==> src/sv/pbt_pkg.sv <==
// pbt_pkg: shared types and constants for the port binding table.
// Used by every module of the block; no dependencies.
package pbt_pkg;

    localparam int CFG_IDX_W = 8;

    localparam logic [CFG_IDX_W-1:0] CFG_EPH_BASE  = 8'd0;
    localparam logic [CFG_IDX_W-1:0] CFG_EPH_LIMIT = 8'd1;

    localparam logic [15:0] EPH_BASE_RST  = 16'd1024;
    localparam logic [15:0] EPH_LIMIT_RST = 16'd5000;

    localparam logic [1:0] MODE_LOOKUP  = 2'd0;
    localparam logic [1:0] MODE_BIND    = 2'd1;
    localparam logic [1:0] MODE_EPHEM   = 2'd2;
    localparam logic [1:0] MODE_RELEASE = 2'd3;

    localparam logic [2:0] STAT_OK        = 3'd0;
    localparam logic [2:0] STAT_IN_USE    = 3'd1;
    localparam logic [2:0] STAT_NO_PORT   = 3'd2;
    localparam logic [2:0] STAT_FULL      = 3'd3;
    localparam logic [2:0] STAT_NOT_FOUND = 3'd4;

    typedef struct packed {
        logic [1:0]  mode;
        logic [31:0] address;
        logic [15:0] port;
    } req_t;

    typedef struct packed {
        logic [2:0]  status;
        logic [15:0] bound_port;
        logic [5:0]  slot;
    } rsp_t;

    typedef enum logic [1:0] {
        OP_LOOKUP,
        OP_BIND,
        OP_EPHEM,
        OP_RELEASE
    } op_t;

    // port holds the first ephemeral candidate for OP_EPHEM
    typedef struct packed {
        op_t         op;
        logic        eph_empty;
        logic [31:0] address;
        logic [15:0] port;
    } cmd_t;

    typedef struct packed {
        logic        valid;
        logic [31:0] address;
        logic [15:0] port;
    } entry_t;

    typedef enum logic [1:0] {
        ENG_CLEAR,
        ENG_IDLE,
        ENG_SCAN,
        ENG_DONE
    } eng_state_t;

endpackage

==> src/sv/pbt_front.sv <==
// pbt_front: accepts request words, classifies them and queues commands.
// Depends on pbt_pkg.
module pbt_front (
    input  logic          clk,
    input  logic          rst_n,
    input  logic          push,
    output logic          full,
    input  pbt_pkg::req_t req,
    input  logic [15:0]   eph_base,
    input  logic [15:0]   eph_limit,
    input  logic          clearing,
    output logic          cmd_valid,
    output pbt_pkg::cmd_t cmd,
    input  logic          cmd_take
);
    import pbt_pkg::*;

    cmd_t       q_reg [2];
    logic       wr_ptr_reg, wr_ptr_next;
    logic       rd_ptr_reg, rd_ptr_next;
    logic [1:0] cnt_reg, cnt_next;
    cmd_t       cmd_in;
    logic       accept;
    logic       take;

    always_comb
    begin
        cmd_in.address   = req.address;
        cmd_in.port      = req.port;
        cmd_in.eph_empty = (eph_base >= eph_limit);
        case (req.mode)
            MODE_LOOKUP:  cmd_in.op = OP_LOOKUP;
            MODE_BIND:    cmd_in.op = OP_BIND;
            MODE_EPHEM:
            begin
                cmd_in.op   = OP_EPHEM;
                cmd_in.port = eph_base + 16'd1;
            end
            MODE_RELEASE: cmd_in.op = OP_RELEASE;
            default:      cmd_in.op = OP_LOOKUP;
        endcase
    end

    assign full      = (cnt_reg == 2'd2) || clearing;
    assign accept    = push && !full;
    assign cmd_valid = (cnt_reg != 2'd0);
    assign take      = cmd_take && cmd_valid;
    assign cmd       = q_reg[rd_ptr_reg];

    always_comb
    begin
        wr_ptr_next = accept ? ~wr_ptr_reg : wr_ptr_reg;
        rd_ptr_next = take ? ~rd_ptr_reg : rd_ptr_reg;
        case ({accept, take})
            2'b10:   cnt_next = cnt_reg + 2'd1;
            2'b01:   cnt_next = cnt_reg - 2'd1;
            default: cnt_next = cnt_reg;
        endcase
    end

    always_ff @(posedge clk or negedge rst_n)
    begin
        if (!rst_n)
        begin
            wr_ptr_reg <= 1'b0;
            rd_ptr_reg <= 1'b0;
            cnt_reg    <= 2'd0;
        end
        else
        begin
            wr_ptr_reg <= wr_ptr_next;
            rd_ptr_reg <= rd_ptr_next;
            cnt_reg    <= cnt_next;
        end
    end

    always_ff @(posedge clk)
    begin
        if (accept)
        begin
            q_reg[wr_ptr_reg] <= cmd_in;
        end
    end

endmodule

==> src/sv/pbt_rsp_fifo.sv <==
// pbt_rsp_fifo: two-word result queue toward the consumer.
// Depends on pbt_pkg.
module pbt_rsp_fifo (
    input  logic          clk,
    input  logic          rst_n,
    input  logic          wr_en,
    input  pbt_pkg::rsp_t wr_word,
    output logic          wr_full,
    output logic          empty,
    input  logic          pop,
    output pbt_pkg::rsp_t rsp
);
    import pbt_pkg::*;

    rsp_t       q_reg [2];
    logic       wr_ptr_reg, wr_ptr_next;
    logic       rd_ptr_reg, rd_ptr_next;
    logic [1:0] cnt_reg, cnt_next;
    logic       do_wr;
    logic       do_rd;

    assign wr_full = (cnt_reg == 2'd2);
    assign empty   = (cnt_reg == 2'd0);
    assign do_wr   = wr_en && !wr_full;
    assign do_rd   = pop && !empty;
    assign rsp     = q_reg[rd_ptr_reg];

    always_comb
    begin
        wr_ptr_next = do_wr ? ~wr_ptr_reg : wr_ptr_reg;
        rd_ptr_next = do_rd ? ~rd_ptr_reg : rd_ptr_reg;
        case ({do_wr, do_rd})
            2'b10:   cnt_next = cnt_reg + 2'd1;
            2'b01:   cnt_next = cnt_reg - 2'd1;
            default: cnt_next = cnt_reg;
        endcase
    end

    always_ff @(posedge clk or negedge rst_n)
    begin
        if (!rst_n)
        begin
            wr_ptr_reg <= 1'b0;
            rd_ptr_reg <= 1'b0;
            cnt_reg    <= 2'd0;
        end
        else
        begin
            wr_ptr_reg <= wr_ptr_next;
            rd_ptr_reg <= rd_ptr_next;
            cnt_reg    <= cnt_next;
        end
    end

    always_ff @(posedge clk)
    begin
        if (do_wr)
        begin
            q_reg[wr_ptr_reg] <= wr_word;
        end
    end

endmodule

==> src/sv/pbt_engine.sv <==
// pbt_engine: owns the endpoint table memory, scans it one entry per cycle
// and executes lookup, bind, ephemeral bind and release. Depends on pbt_pkg.
module pbt_engine #(
    parameter int TABLE_ENTRIES = 64
) (
    input  logic          clk,
    input  logic          rst_n,
    input  logic          cmd_valid,
    input  pbt_pkg::cmd_t cmd,
    output logic          cmd_take,
    input  logic [15:0]   eph_limit,
    output logic          clearing,
    output logic          rsp_push,
    output pbt_pkg::rsp_t rsp_word,
    input  logic          rsp_full
);
    import pbt_pkg::*;

    localparam int IDX_W = $clog2(TABLE_ENTRIES);
    localparam logic [IDX_W:0]   CNT_N    = (IDX_W + 1)'(TABLE_ENTRIES);
    localparam logic [IDX_W-1:0] LAST_IDX = IDX_W'(TABLE_ENTRIES - 1);

    entry_t mem [TABLE_ENTRIES];
    entry_t rd_data_reg;

    eng_state_t       state_reg, state_next;
    cmd_t             cmd_reg, cmd_next;
    rsp_t             res_reg, res_next;
    logic [16:0]      cand_reg, cand_next;
    logic [IDX_W:0]   issue_reg, issue_next;
    logic             chk_vld_reg, chk_vld_next;
    logic [IDX_W-1:0] chk_idx_reg, chk_idx_next;
    logic             hit_found_reg, hit_found_next;
    logic [IDX_W-1:0] hit_idx_reg, hit_idx_next;
    logic             free_found_reg, free_found_next;
    logic [IDX_W-1:0] free_idx_reg, free_idx_next;
    logic             bumped_reg, bumped_next;

    logic [IDX_W-1:0] mem_rd_addr;
    logic             mem_we;
    logic [IDX_W-1:0] mem_wa;
    entry_t           mem_wd;
    logic             is_eph;
    logic [15:0]      key;
    logic             cand_in_range;
    logic             match;
    logic             pass_done;

    function automatic logic [5:0] to_slot(input logic [IDX_W-1:0] idx);
        logic [IDX_W+5:0] ext;
        ext = {6'b000000, idx};
        return ext[5:0];
    endfunction

    assign is_eph        = (cmd_reg.op == OP_EPHEM);
    assign key           = is_eph ? cand_reg[15:0] : cmd_reg.port;
    assign cand_in_range = (cand_reg <= {1'b0, eph_limit});
    assign match         = rd_data_reg.valid
                           && (rd_data_reg.address == cmd_reg.address)
                           && (rd_data_reg.port == key)
                           && (!is_eph || cand_in_range);
    assign pass_done     = (issue_reg == CNT_N) && !chk_vld_reg;
    assign clearing      = (state_reg == ENG_CLEAR);
    assign rsp_word      = res_reg;

    always_comb
    begin
        state_next      = state_reg;
        cmd_next        = cmd_reg;
        res_next        = res_reg;
        cand_next       = cand_reg;
        issue_next      = issue_reg;
        chk_vld_next    = 1'b0;
        chk_idx_next    = chk_idx_reg;
        hit_found_next  = hit_found_reg;
        hit_idx_next    = hit_idx_reg;
        free_found_next = free_found_reg;
        free_idx_next   = free_idx_reg;
        bumped_next     = bumped_reg;
        mem_rd_addr     = issue_reg[IDX_W-1:0];
        mem_we          = 1'b0;
        mem_wa          = issue_reg[IDX_W-1:0];
        mem_wd          = '0;
        cmd_take        = 1'b0;
        rsp_push        = 1'b0;

        case (state_reg)
            ENG_CLEAR:
            begin
                mem_we = 1'b1;
                if (issue_reg[IDX_W-1:0] == LAST_IDX)
                begin
                    issue_next = '0;
                    state_next = ENG_IDLE;
                end
                else
                begin
                    issue_next = issue_reg + (IDX_W + 1)'(1);
                end
            end

            ENG_IDLE:
            begin
                cmd_take = cmd_valid;
                if (cmd_valid)
                begin
                    cmd_next        = cmd;
                    cand_next       = {1'b0, cmd.port};
                    issue_next      = '0;
                    hit_found_next  = 1'b0;
                    free_found_next = 1'b0;
                    bumped_next     = 1'b0;
                    if (cmd.op == OP_EPHEM && cmd.eph_empty)
                    begin
                        res_next   = '{status: STAT_NO_PORT, bound_port: 16'd0, slot: 6'd0};
                        state_next = ENG_DONE;
                    end
                    else
                    begin
                        state_next = ENG_SCAN;
                    end
                end
            end

            ENG_SCAN:
            begin
                if (issue_reg != CNT_N)
                begin
                    issue_next   = issue_reg + (IDX_W + 1)'(1);
                    chk_vld_next = 1'b1;
                    chk_idx_next = issue_reg[IDX_W-1:0];
                end
                if (chk_vld_reg)
                begin
                    if (match && !hit_found_reg)
                    begin
                        hit_found_next = 1'b1;
                        hit_idx_next   = chk_idx_reg;
                    end
                    if (match && is_eph)
                    begin
                        cand_next   = cand_reg + 17'd1;
                        bumped_next = 1'b1;
                    end
                    if (!rd_data_reg.valid && !free_found_reg)
                    begin
                        free_found_next = 1'b1;
                        free_idx_next   = chk_idx_reg;
                    end
                end
                if (pass_done)
                begin
                    state_next = ENG_DONE;
                    case (cmd_reg.op)
                        OP_LOOKUP:
                        begin
                            if (hit_found_reg)
                                res_next = '{status: STAT_OK, bound_port: cmd_reg.port,
                                             slot: to_slot(hit_idx_reg)};
                            else
                                res_next = '{status: STAT_NOT_FOUND,
                                             bound_port: cmd_reg.port, slot: 6'd0};
                        end
                        OP_BIND:
                        begin
                            if (hit_found_reg)
                            begin
                                res_next = '{status: STAT_IN_USE, bound_port: cmd_reg.port,
                                             slot: to_slot(hit_idx_reg)};
                            end
                            else if (free_found_reg)
                            begin
                                mem_we   = 1'b1;
                                mem_wa   = free_idx_reg;
                                mem_wd   = '{valid: 1'b1, address: cmd_reg.address,
                                             port: cmd_reg.port};
                                res_next = '{status: STAT_OK, bound_port: cmd_reg.port,
                                             slot: to_slot(free_idx_reg)};
                            end
                            else
                            begin
                                res_next = '{status: STAT_FULL, bound_port: cmd_reg.port,
                                             slot: 6'd0};
                            end
                        end
                        OP_EPHEM:
                        begin
                            if (!cand_in_range)
                            begin
                                res_next = '{status: STAT_NO_PORT, bound_port: 16'd0,
                                             slot: 6'd0};
                            end
                            else if (bumped_reg)
                            begin
                                // candidate moved this pass: rescan to confirm it is free
                                state_next  = ENG_SCAN;
                                issue_next  = '0;
                                bumped_next = 1'b0;
                            end
                            else if (free_found_reg)
                            begin
                                mem_we   = 1'b1;
                                mem_wa   = free_idx_reg;
                                mem_wd   = '{valid: 1'b1, address: cmd_reg.address,
                                             port: cand_reg[15:0]};
                                res_next = '{status: STAT_OK, bound_port: cand_reg[15:0],
                                             slot: to_slot(free_idx_reg)};
                            end
                            else
                            begin
                                res_next = '{status: STAT_FULL, bound_port: 16'd0,
                                             slot: 6'd0};
                            end
                        end
                        OP_RELEASE:
                        begin
                            if (hit_found_reg)
                            begin
                                mem_we   = 1'b1;
                                mem_wa   = hit_idx_reg;
                                mem_wd   = '0;
                                res_next = '{status: STAT_OK, bound_port: cmd_reg.port,
                                             slot: to_slot(hit_idx_reg)};
                            end
                            else
                            begin
                                res_next = '{status: STAT_NOT_FOUND,
                                             bound_port: cmd_reg.port, slot: 6'd0};
                            end
                        end
                        default:
                        begin
                            res_next = '{status: STAT_NOT_FOUND, bound_port: cmd_reg.port,
                                         slot: 6'd0};
                        end
                    endcase
                end
            end

            ENG_DONE:
            begin
                if (!rsp_full)
                begin
                    rsp_push   = 1'b1;
                    state_next = ENG_IDLE;
                end
            end

            default:
            begin
                state_next = ENG_IDLE;
            end
        endcase
    end

    always_ff @(posedge clk or negedge rst_n)
    begin
        if (!rst_n)
        begin
            state_reg      <= ENG_CLEAR;
            issue_reg      <= '0;
            chk_vld_reg    <= 1'b0;
            hit_found_reg  <= 1'b0;
            free_found_reg <= 1'b0;
            bumped_reg     <= 1'b0;
        end
        else
        begin
            state_reg      <= state_next;
            issue_reg      <= issue_next;
            chk_vld_reg    <= chk_vld_next;
            hit_found_reg  <= hit_found_next;
            free_found_reg <= free_found_next;
            bumped_reg     <= bumped_next;
        end
    end

    always_ff @(posedge clk)
    begin
        cmd_reg      <= cmd_next;
        res_reg      <= res_next;
        cand_reg     <= cand_next;
        chk_idx_reg  <= chk_idx_next;
        hit_idx_reg  <= hit_idx_next;
        free_idx_reg <= free_idx_next;
    end

    always_ff @(posedge clk)
    begin
        if (mem_we)
        begin
            mem[mem_wa] <= mem_wd;
        end
        rd_data_reg <= mem[mem_rd_addr];
    end

`ifndef SYNTH
    a_write_state: assert property (@(posedge clk) disable iff (!rst_n)
        mem_we |-> (state_reg == ENG_CLEAR || state_reg == ENG_SCAN))
        else $error("table written outside clear or scan");

    a_bind_free: assert property (@(posedge clk) disable iff (!rst_n)
        (mem_we && mem_wd.valid) |-> free_found_reg)
        else $error("entry bound without a free slot found");

    a_cand_step: assert property (@(posedge clk) disable iff (!rst_n)
        (state_reg == ENG_SCAN && $past(state_reg) == ENG_SCAN)
        |-> (cand_reg == $past(cand_reg) || cand_reg == $past(cand_reg) + 17'd1))
        else $error("ephemeral candidate jumped");

    a_push_idle: assert property (@(posedge clk) disable iff (!rst_n)
        rsp_push |=> (state_reg == ENG_IDLE))
        else $error("engine not idle after result");
`endif

endmodule

==> src/sv/port_binding_table.sv <==
// port_binding_table: table of bound (IPv4 address, port) endpoints.
// Request words enter through push/full, result words leave through empty/pop.
// Configuration: cfg_valid/cfg_ready with cfg_index (0 ephemeral_base,
// 1 ephemeral_limit, others ignored) and cfg_data; cfg_ready is always high.
// Each request gives one result word (status, bound_port, slot).
// Lookup, bind and release scan the table once through its single read port.
// An ephemeral bind repeats the scan until a full pass leaves the candidate
// port unchanged or the candidate passes ephemeral_limit, with at most
// TABLE_ENTRIES + 1 passes; an empty range is answered without a scan.
// One request is executed at a time, so a new one starts only after the
// previous result has been handed to the result queue; two more wait in the
// request queue and up to two results wait in the result queue, so a stalled
// consumer only stops execution once both result slots are taken.
// After reset the table is cleared one entry per cycle; full stays high during
// that sweep. Registers return to 1024 and 5000.
// Depends on pbt_pkg, pbt_front, pbt_engine and pbt_rsp_fifo.
module port_binding_table #(
    parameter int TABLE_ENTRIES = 64
) (
    input  logic                           clk,
    input  logic                           rst_n,
    input  logic                           push,
    output logic                           full,
    input  pbt_pkg::req_t                  req,
    output logic                           empty,
    input  logic                           pop,
    output pbt_pkg::rsp_t                  rsp,
    input  logic                           cfg_valid,
    output logic                           cfg_ready,
    input  logic [pbt_pkg::CFG_IDX_W-1:0] cfg_index,
    input  logic [15:0]                    cfg_data
);
    import pbt_pkg::*;

    logic [15:0] eph_base_reg, eph_base_next;
    logic [15:0] eph_limit_reg, eph_limit_next;
    logic        cfg_wr;
    logic        clearing;
    logic        cmd_valid;
    cmd_t        cmd;
    logic        cmd_take;
    logic        rsp_push;
    rsp_t        rsp_word;
    logic        rsp_full;

    assign cfg_ready = 1'b1;
    assign cfg_wr    = cfg_valid && cfg_ready;

    always_comb
    begin
        eph_base_next  = eph_base_reg;
        eph_limit_next = eph_limit_reg;
        if (cfg_wr)
        begin
            case (cfg_index)
                CFG_EPH_BASE:  eph_base_next  = cfg_data;
                CFG_EPH_LIMIT: eph_limit_next = cfg_data;
                default:       ;
            endcase
        end
    end

    always_ff @(posedge clk or negedge rst_n)
    begin
        if (!rst_n)
        begin
            eph_base_reg  <= EPH_BASE_RST;
            eph_limit_reg <= EPH_LIMIT_RST;
        end
        else
        begin
            eph_base_reg  <= eph_base_next;
            eph_limit_reg <= eph_limit_next;
        end
    end

    pbt_front u_front (
        .clk       (clk),
        .rst_n     (rst_n),
        .push      (push),
        .full      (full),
        .req       (req),
        .eph_base  (eph_base_reg),
        .eph_limit (eph_limit_reg),
        .clearing  (clearing),
        .cmd_valid (cmd_valid),
        .cmd       (cmd),
        .cmd_take  (cmd_take)
    );

    pbt_engine #(
        .TABLE_ENTRIES (TABLE_ENTRIES)
    ) u_engine (
        .clk       (clk),
        .rst_n     (rst_n),
        .cmd_valid (cmd_valid),
        .cmd       (cmd),
        .cmd_take  (cmd_take),
        .eph_limit (eph_limit_reg),
        .clearing  (clearing),
        .rsp_push  (rsp_push),
        .rsp_word  (rsp_word),
        .rsp_full  (rsp_full)
    );

    pbt_rsp_fifo u_rsp_fifo (
        .clk     (clk),
        .rst_n   (rst_n),
        .wr_en   (rsp_push),
        .wr_word (rsp_word),
        .wr_full (rsp_full),
        .empty   (empty),
        .pop     (pop),
        .rsp     (rsp)
    );

endmodule

==> config.mk <==
export PLATFORM = sky130hd
export DESIGN_NAME = port_binding_table
export DESIGN_NICKNAME = d
export VERILOG_FILES = /design/src/sv/pbt_pkg.sv /design/src/sv/pbt_front.sv /design/src/sv/pbt_rsp_fifo.sv /design/src/sv/pbt_engine.sv /design/src/sv/port_binding_table.sv
export SDC_FILE = /design/constraint.sdc
export NUM_CORES = 2
export LEC_CHECK = 0
export BUFFER_PORTS_ARGS = -buffer_cell sky130_fd_sc_hd__buf_4
export CAP_MARGIN = 20
export CORE_ASPECT_RATIO = 0.75
export CORE_UTILIZATION = 50
export DETAILED_ROUTE_END_ITERATION = 8
export GPL_TIMING_DRIVEN = 0
export PLACE_DENSITY = 0.75
export RECOVER_POWER = 25
export SLEW_MARGIN = 0
export SYNTH_ARGS = -nofsm -noshare
export SYNTH_HDL_FRONTEND = slang
export SYNTH_SLANG_ARGS = --single-unit
==> constraint.sdc <==
create_clock -name clk -period 8 [get_ports clk]
set_input_delay 0.8 -clock clk [delete_from_list [all_inputs] [get_ports clk]]
set_output_delay 0.8 -clock clk [all_outputs]
set_load 0.02 [all_outputs]
After elaboration in Yosys (flattened, before gate mapping)
Memory sizes are Yosys's and may differ from the RTL's. A register that Yosys moved wholly into a read port is not among the register bits.
Index checks and enable logic that the tools add are counted.

cells by class
  $add $sub $neg = 7
  order comparisons = 2
  equality and inequality tests = 32
  mux-type cells = 86
  bitwise logic cells = 4
  reduce and logical (&&, ||, !) cells = 46

operators by type and width
  kind                   count
  $mux 49                7
  $mux 25                7
  $pmux 49 s2            1
  $pmux 25 s3            1
  $mux 17                3
  $pmux 25 s2            1
  $mux 7                 7
  $mux 24                2
  $mux 6                 7
  $pmux 17 s2            1
  $eq 32x32->1           1
  $mux 16                2
  $mux 1                 30
  $eq 2x2->1 const B     11
  $pmux 7 s3             1
  $pmux 6 s3             1
  $add 17x1->17 const B  1
  $le 17x16->1           1
  $add 16x1->16 const B  1
  $eq 16x16->1           1
  $ge 16x16->1           1
  $ne 2x1->1 const B     8
  $pmux 2 s4             2
  $reduce_and 4->1       4
  other kinds (26)       75

word-level totals
  register bits after elaboration = 163
  bits in writable memories = 3288
  bits of input ports = 79
  output and inout port bits = 28
  memories kept = 3

memory list
  memory            words  width  read ports  clocked after memory_dff  wr ports  RTL line            RTL
  u_engine.mem      64     49     1           1                         1         pbt_engine.sv:23    entry_t mem [TABLE_ENTRIES];
  u_front.q_reg     2      51     1           0                         1         pbt_front.sv:18     cmd_t q_reg [2];
  u_rsp_fifo.q_reg  2      25     1           0                         1         pbt_rsp_fifo.sv:15  rsp_t q_reg [2];

Depth between registers and ports, before layout
  depth in word-level cells = 13
  depth in mapped cells = 14
  depth with buffers taken out = 10

Hierarchy
From an unflattened synthesis, not the netlist that was laid out.

second synthesis, totals
  cell total of the unflattened synthesis = 5786
  area total of the unflattened synthesis = 135095.8 µm²

modules (own cells, without submodules)
  module              instances  cells each  area an instance (µm²)
  pbt_engine          1          5304        126981.8
  pbt_front           1          312         4714.5
  pbt_rsp_fifo        1          96          2102.0
  port_binding_table  1          74          1297.5

Worst setup path before layout
Ideal clock, no wire load.

  path type = register -> register
  start = register u_engine.issue_reg[0]
  end = memory u_engine.mem[21][0] (netlist bit) (enable)
  data arrival time = 5071 ps
  path slack = 2473 ps
  stages on the path, launching flop included = 15
  buffers on the path = 5
  cells stage by stage = dfrtp_1 > clkbuf_1 > buf_2 > clkbuf_1 > inv_1 > ha_1 > and2_1 > nand4b_1 > clkbuf_1 > o22ai_1 > a32o_1 > a221oi_4 > or3b_1 > buf_2 > nor2_1

between the ends
  longest elaborated chain between the ends = 6
  elaborated cells on any way between the ends = 14
  classes of those cells = eq/ne (1); mux (12); reduce/logical (1)

RTL lines
  what                                                           RTL line                                                RTL
  from (decl)                                                    pbt_engine.sv:30                                        logic [IDX_W:0] issue_reg, issue_next;
  from (signal assigned)                                         pbt_engine.sv:270                                       issue_reg <= issue_next;
  $eq 7x7->1 / $mux 6 (equally long branches)                    pbt_engine.sv:62, pbt_engine.sv:171, pbt_engine.sv:200
  $logic_and 1x1->1 / $mux 6 (equally long branches)             pbt_engine.sv:62, pbt_engine.sv:193
  $mux 1 / $mux 6 (equally long branches)                        pbt_engine.sv:151, pbt_engine.sv:188
  $pmux 1 s2 / $pmux 6 s3 (equally long branches)                pbt_engine.sv:87, pbt_engine.sv:154
  $mux 1 / $mux 6 (equally long branches)                        pbt_engine.sv:290, pbt_engine.sv:151
  $mux 1 (implied by the code) / $mux 6 (equally long branches)  pbt_engine.sv:292, pbt_engine.sv:87
  to (decl)                                                      pbt_engine.sv:23

Parallel ways exist; a longest one is shown, timed or not.

==> results.json <==
{
  "tns_ns": 0,
  "hold_path.class": "primary input to flop",
  "synth_area_per_cell_um2": 23.9,
  "rsz0062_at_grt": "false",
  "worstSetupPathType": "flop to flop",
  "max-clock-path-buffers": 4,
  "worst_setup_path_start_kind": "flop",
  "synth_ff_type": "edfxtp_1",
  "num_rows": 164,
  "worst_slack_ns": 0.323,
  "vias": 70600,
  "cp-end-kind": "flop",
  "final_hold_viol_count": 0,
  "fp.coreArea_mm2": 0.267,
  "die_area_mm2": 0.271,
  "period_minus_slack_ns": 7.68,
  "synth-async-reset-ratio_pct": 1.51,
  "violations": "design-rule violations, max-capacitance violations, max-slew violations",
  "overflow": 0,
  "hold_path_depth": 1,
  "wl_mm": 405,
  "nFillCells": 17700,
  "antenna_found_initial": 33,
  "pwr-share-comb_pct": 0.5,
  "ys_seq_elements": 3500,
  "via_per_inst": 6.95,
  "r2r_setup_slack_ns": 0.32,
  "p_leak_nw": 39.7,
  "h-tree-depth": 5,
  "cts.sinks": 3500,
  "r2r_cells": 13,
  "place_ws_ns": 1.29,
  "ioPinCount": 107,
  "globalplace.congestion": 0.916,
  "seq_area_frac_synth_pct": 77.6,
  "final_area_mm2": 0.155,
  "start_util_pct": 50.4,
  "die_x_um": 601,
  "wl_per_cell_um": 39.8,
  "cts_root_buf": "clkbuf_16",
  "p_int_mw": 28.4,
  "clk_pin_slew_ns": 0.07,
  "route.detailed.drc": 28,
  "total_power_mw": 35.4,
  "grt_pass1_wl_mm": 549,
  "slew_viol_final": 754,
  "nNetsFinal": 6460,
  "outcome": "finished, violations left",
  "peakVddDrop_uv": 215,
  "cts_made_buffers": 312,
  "finalClockSkew_ns": 0.0630,
  "power.density_mw_per_mm2": 228,
  "min_to": "u_front.q_reg[0][24]",
  "layout_common_cells": "3,398 x edfxtp_1, 1,029 x mux4_2, 324 x clkbuf_16",
  "chipHeight_um": 451,
  "area_growth_pct": 15.5,
  "min_period_over_period_pct": 96.0,
  "largest_reg_flops": 3136,
  "cts_resized": 0,
  "swShare_pct": 19.6,
  "cts_tree": "built",
  "drt_iter0_drc": 13400,
  "syn_nets": 5753,
  "worst-path-max-fanout": 60,
  "synth_area_leaders": "edfxtp_1 76%, mux4_2 17%, mux2_2 0.92%",
  "dr.pass1.iters": 9,
  "final-setup-viol-count": 0,
  "drtAntennaViolNets": 0,
  "power_frac_clock_pct": 43.5,
  "tightest_slew_ns": 3.13,
  "netlist_area_mm2": 0.134,
  "placed_cell_area_mm2": 0.145,
  "synth_warnings": 0,
  "first_global_vias": 69100,
  "dp_hpwl_mm": 254,
  "final_common_cell": "edfxtp_1",
  "cts_setup_buffers": 0,
  "rr_endpoint": "u_engine.mem[18][16]",
  "fmax_ghz": 0.130,
  "io_buffers": 105,
  "switchingPower_mw": 6.94,
  "synth_cells": 5628,
  "grt_max_degree": 65,
  "seqPwrFrac_pct": 56.0,
  "synth.distinct_cells": 65,
  "grt_use_total_pct": 29.4,
  "holdBufCountCts": 0,
  "cap_viol_max_count": 21,
  "drive_gt1_share_pct": 30.9,
  "synth_top_area_share_pct": 75.9,
  "synth_area_leader_cell": "edfxtp_1",
  "synth-edff-count": 3398,
  "critPathArrivalTime_ns": 7.96,
  "max_slew_margin_pct": -109,
  "holdCritStartpoint": "req[24]",
  "clock_latency_ns": 0.91,
  "worstPathRequired_ns": 8.29,
  "r2r_start": "u_engine.issue_reg[0]"
}
-- worst max-delay path, cell delays in order, from the launching register on --
cell and delay, ns:
dfrtp_1 0.43, clkbuf_1 0.38, buf_2 0.51, clkbuf_2 0.61
inv_1 0.35, ha_1 0.20, and2_0 0.21, nand2_1 0.21
nor2_1 0.23, nand3_1 0.37, a21oi_1 0.27, clkbuf_1 0.95
and2_0 0.45, clkbuf_1 1.83
-- metal layers --
metal	part of all wire, %	track usage (%)
met1	34	39.0
met2	44	42.9
met5	0.045	0
met3	17	12.0
met4	5.6	13.3
-- kinds of logic after synthesis --
kind of cell / synth area share (%)
flip-flops: 77.6
multiplexers: 18.3
AND/OR/NAND/NOR: 1.22
buffers and inverters: 0.932
other: 0.00279
XOR/XNOR: 0.573
adder cells (fa/ha/maj): 0.428
AO/OA/AOI/OAI: 0.937
-- power groups by stage --
stage | sequential (mW) | combinational, mW | clock (mW)
2_1_floorplan | 20.2 | 0.109 | 0
3_3_place_gp | 20.2 | 0.181 | 0
3_5_place_dp | 20.2 | 0.186 | 0
4_1_cts | 19.8 | 0.187 | 15.4
5_1_grt | 19.8 | 0.196 | 16.0
6_report | 19.8 | 0.180 | 15.4
-- synth_stat cells, drive strengths merged (12+ instances only) --
cell type and number:
edfxtp 3398, mux4 1029, clkbuf 194, nor2 127, mux2 110, buf 96
nand2 71, dfxtp 49, dfrtp 47, ha 46, xor2 45, xnor2 43
a21oi 40, and2 37, o21ai 34, inv 33, nand3 27, a32o 20
mux2i 20, a32oi 19, nand4 17, a311oi 13, nor4 13, and3 12
-- how the worst max path moves through the flow --
stage                                      from              endpoint  slack [ns]  cells after the start
after CTS                 u_engine.issue_reg[0]  u_engine.mem[39][21]        1.04                     14
after global routing      u_engine.issue_reg[0]  u_engine.mem[18][16]        0.35                     13
after global placement    u_engine.issue_reg[0]  u_engine.mem[29][29]       -3.69                     14
after floorplan           u_engine.issue_reg[0]   u_engine.mem[21][0]        2.47                     14
after detailed placement  u_engine.issue_reg[0]  u_engine.mem[36][34]        1.29                     14
final                     u_engine.issue_reg[0]  u_engine.mem[18][16]        0.32                     13
-- final cells by class --
class                   count  area [um2]  share of cell area [%]
diodes                     11        27.5                  0.0177
plain buffers             290        1150                   0.739
clock buffers             389        8390                    5.40
clock inverters           166        1700                    1.09
inverters                  33         124                  0.0797
multi-input cells        1805       29400                    18.9
flip-flops and latches   3500      104000                    67.2
well taps                3569        4470                    2.87
repair buffers            393        5750                    3.70
-- metrics by stage --
step           hold WS (ns)  util (%)  std cells
3_3_place_gp          0.430      52.4       9302
6_report              0.119      58.2      10200
5_1_grt              0.0973      58.2      10100
2_1_floorplan         0.421         -       5628
4_1_cts             0.00402      58.1      10100
3_5_place_dp          0.435      54.3       9529
Note: power is estimated with default switching activity, not from simulation.
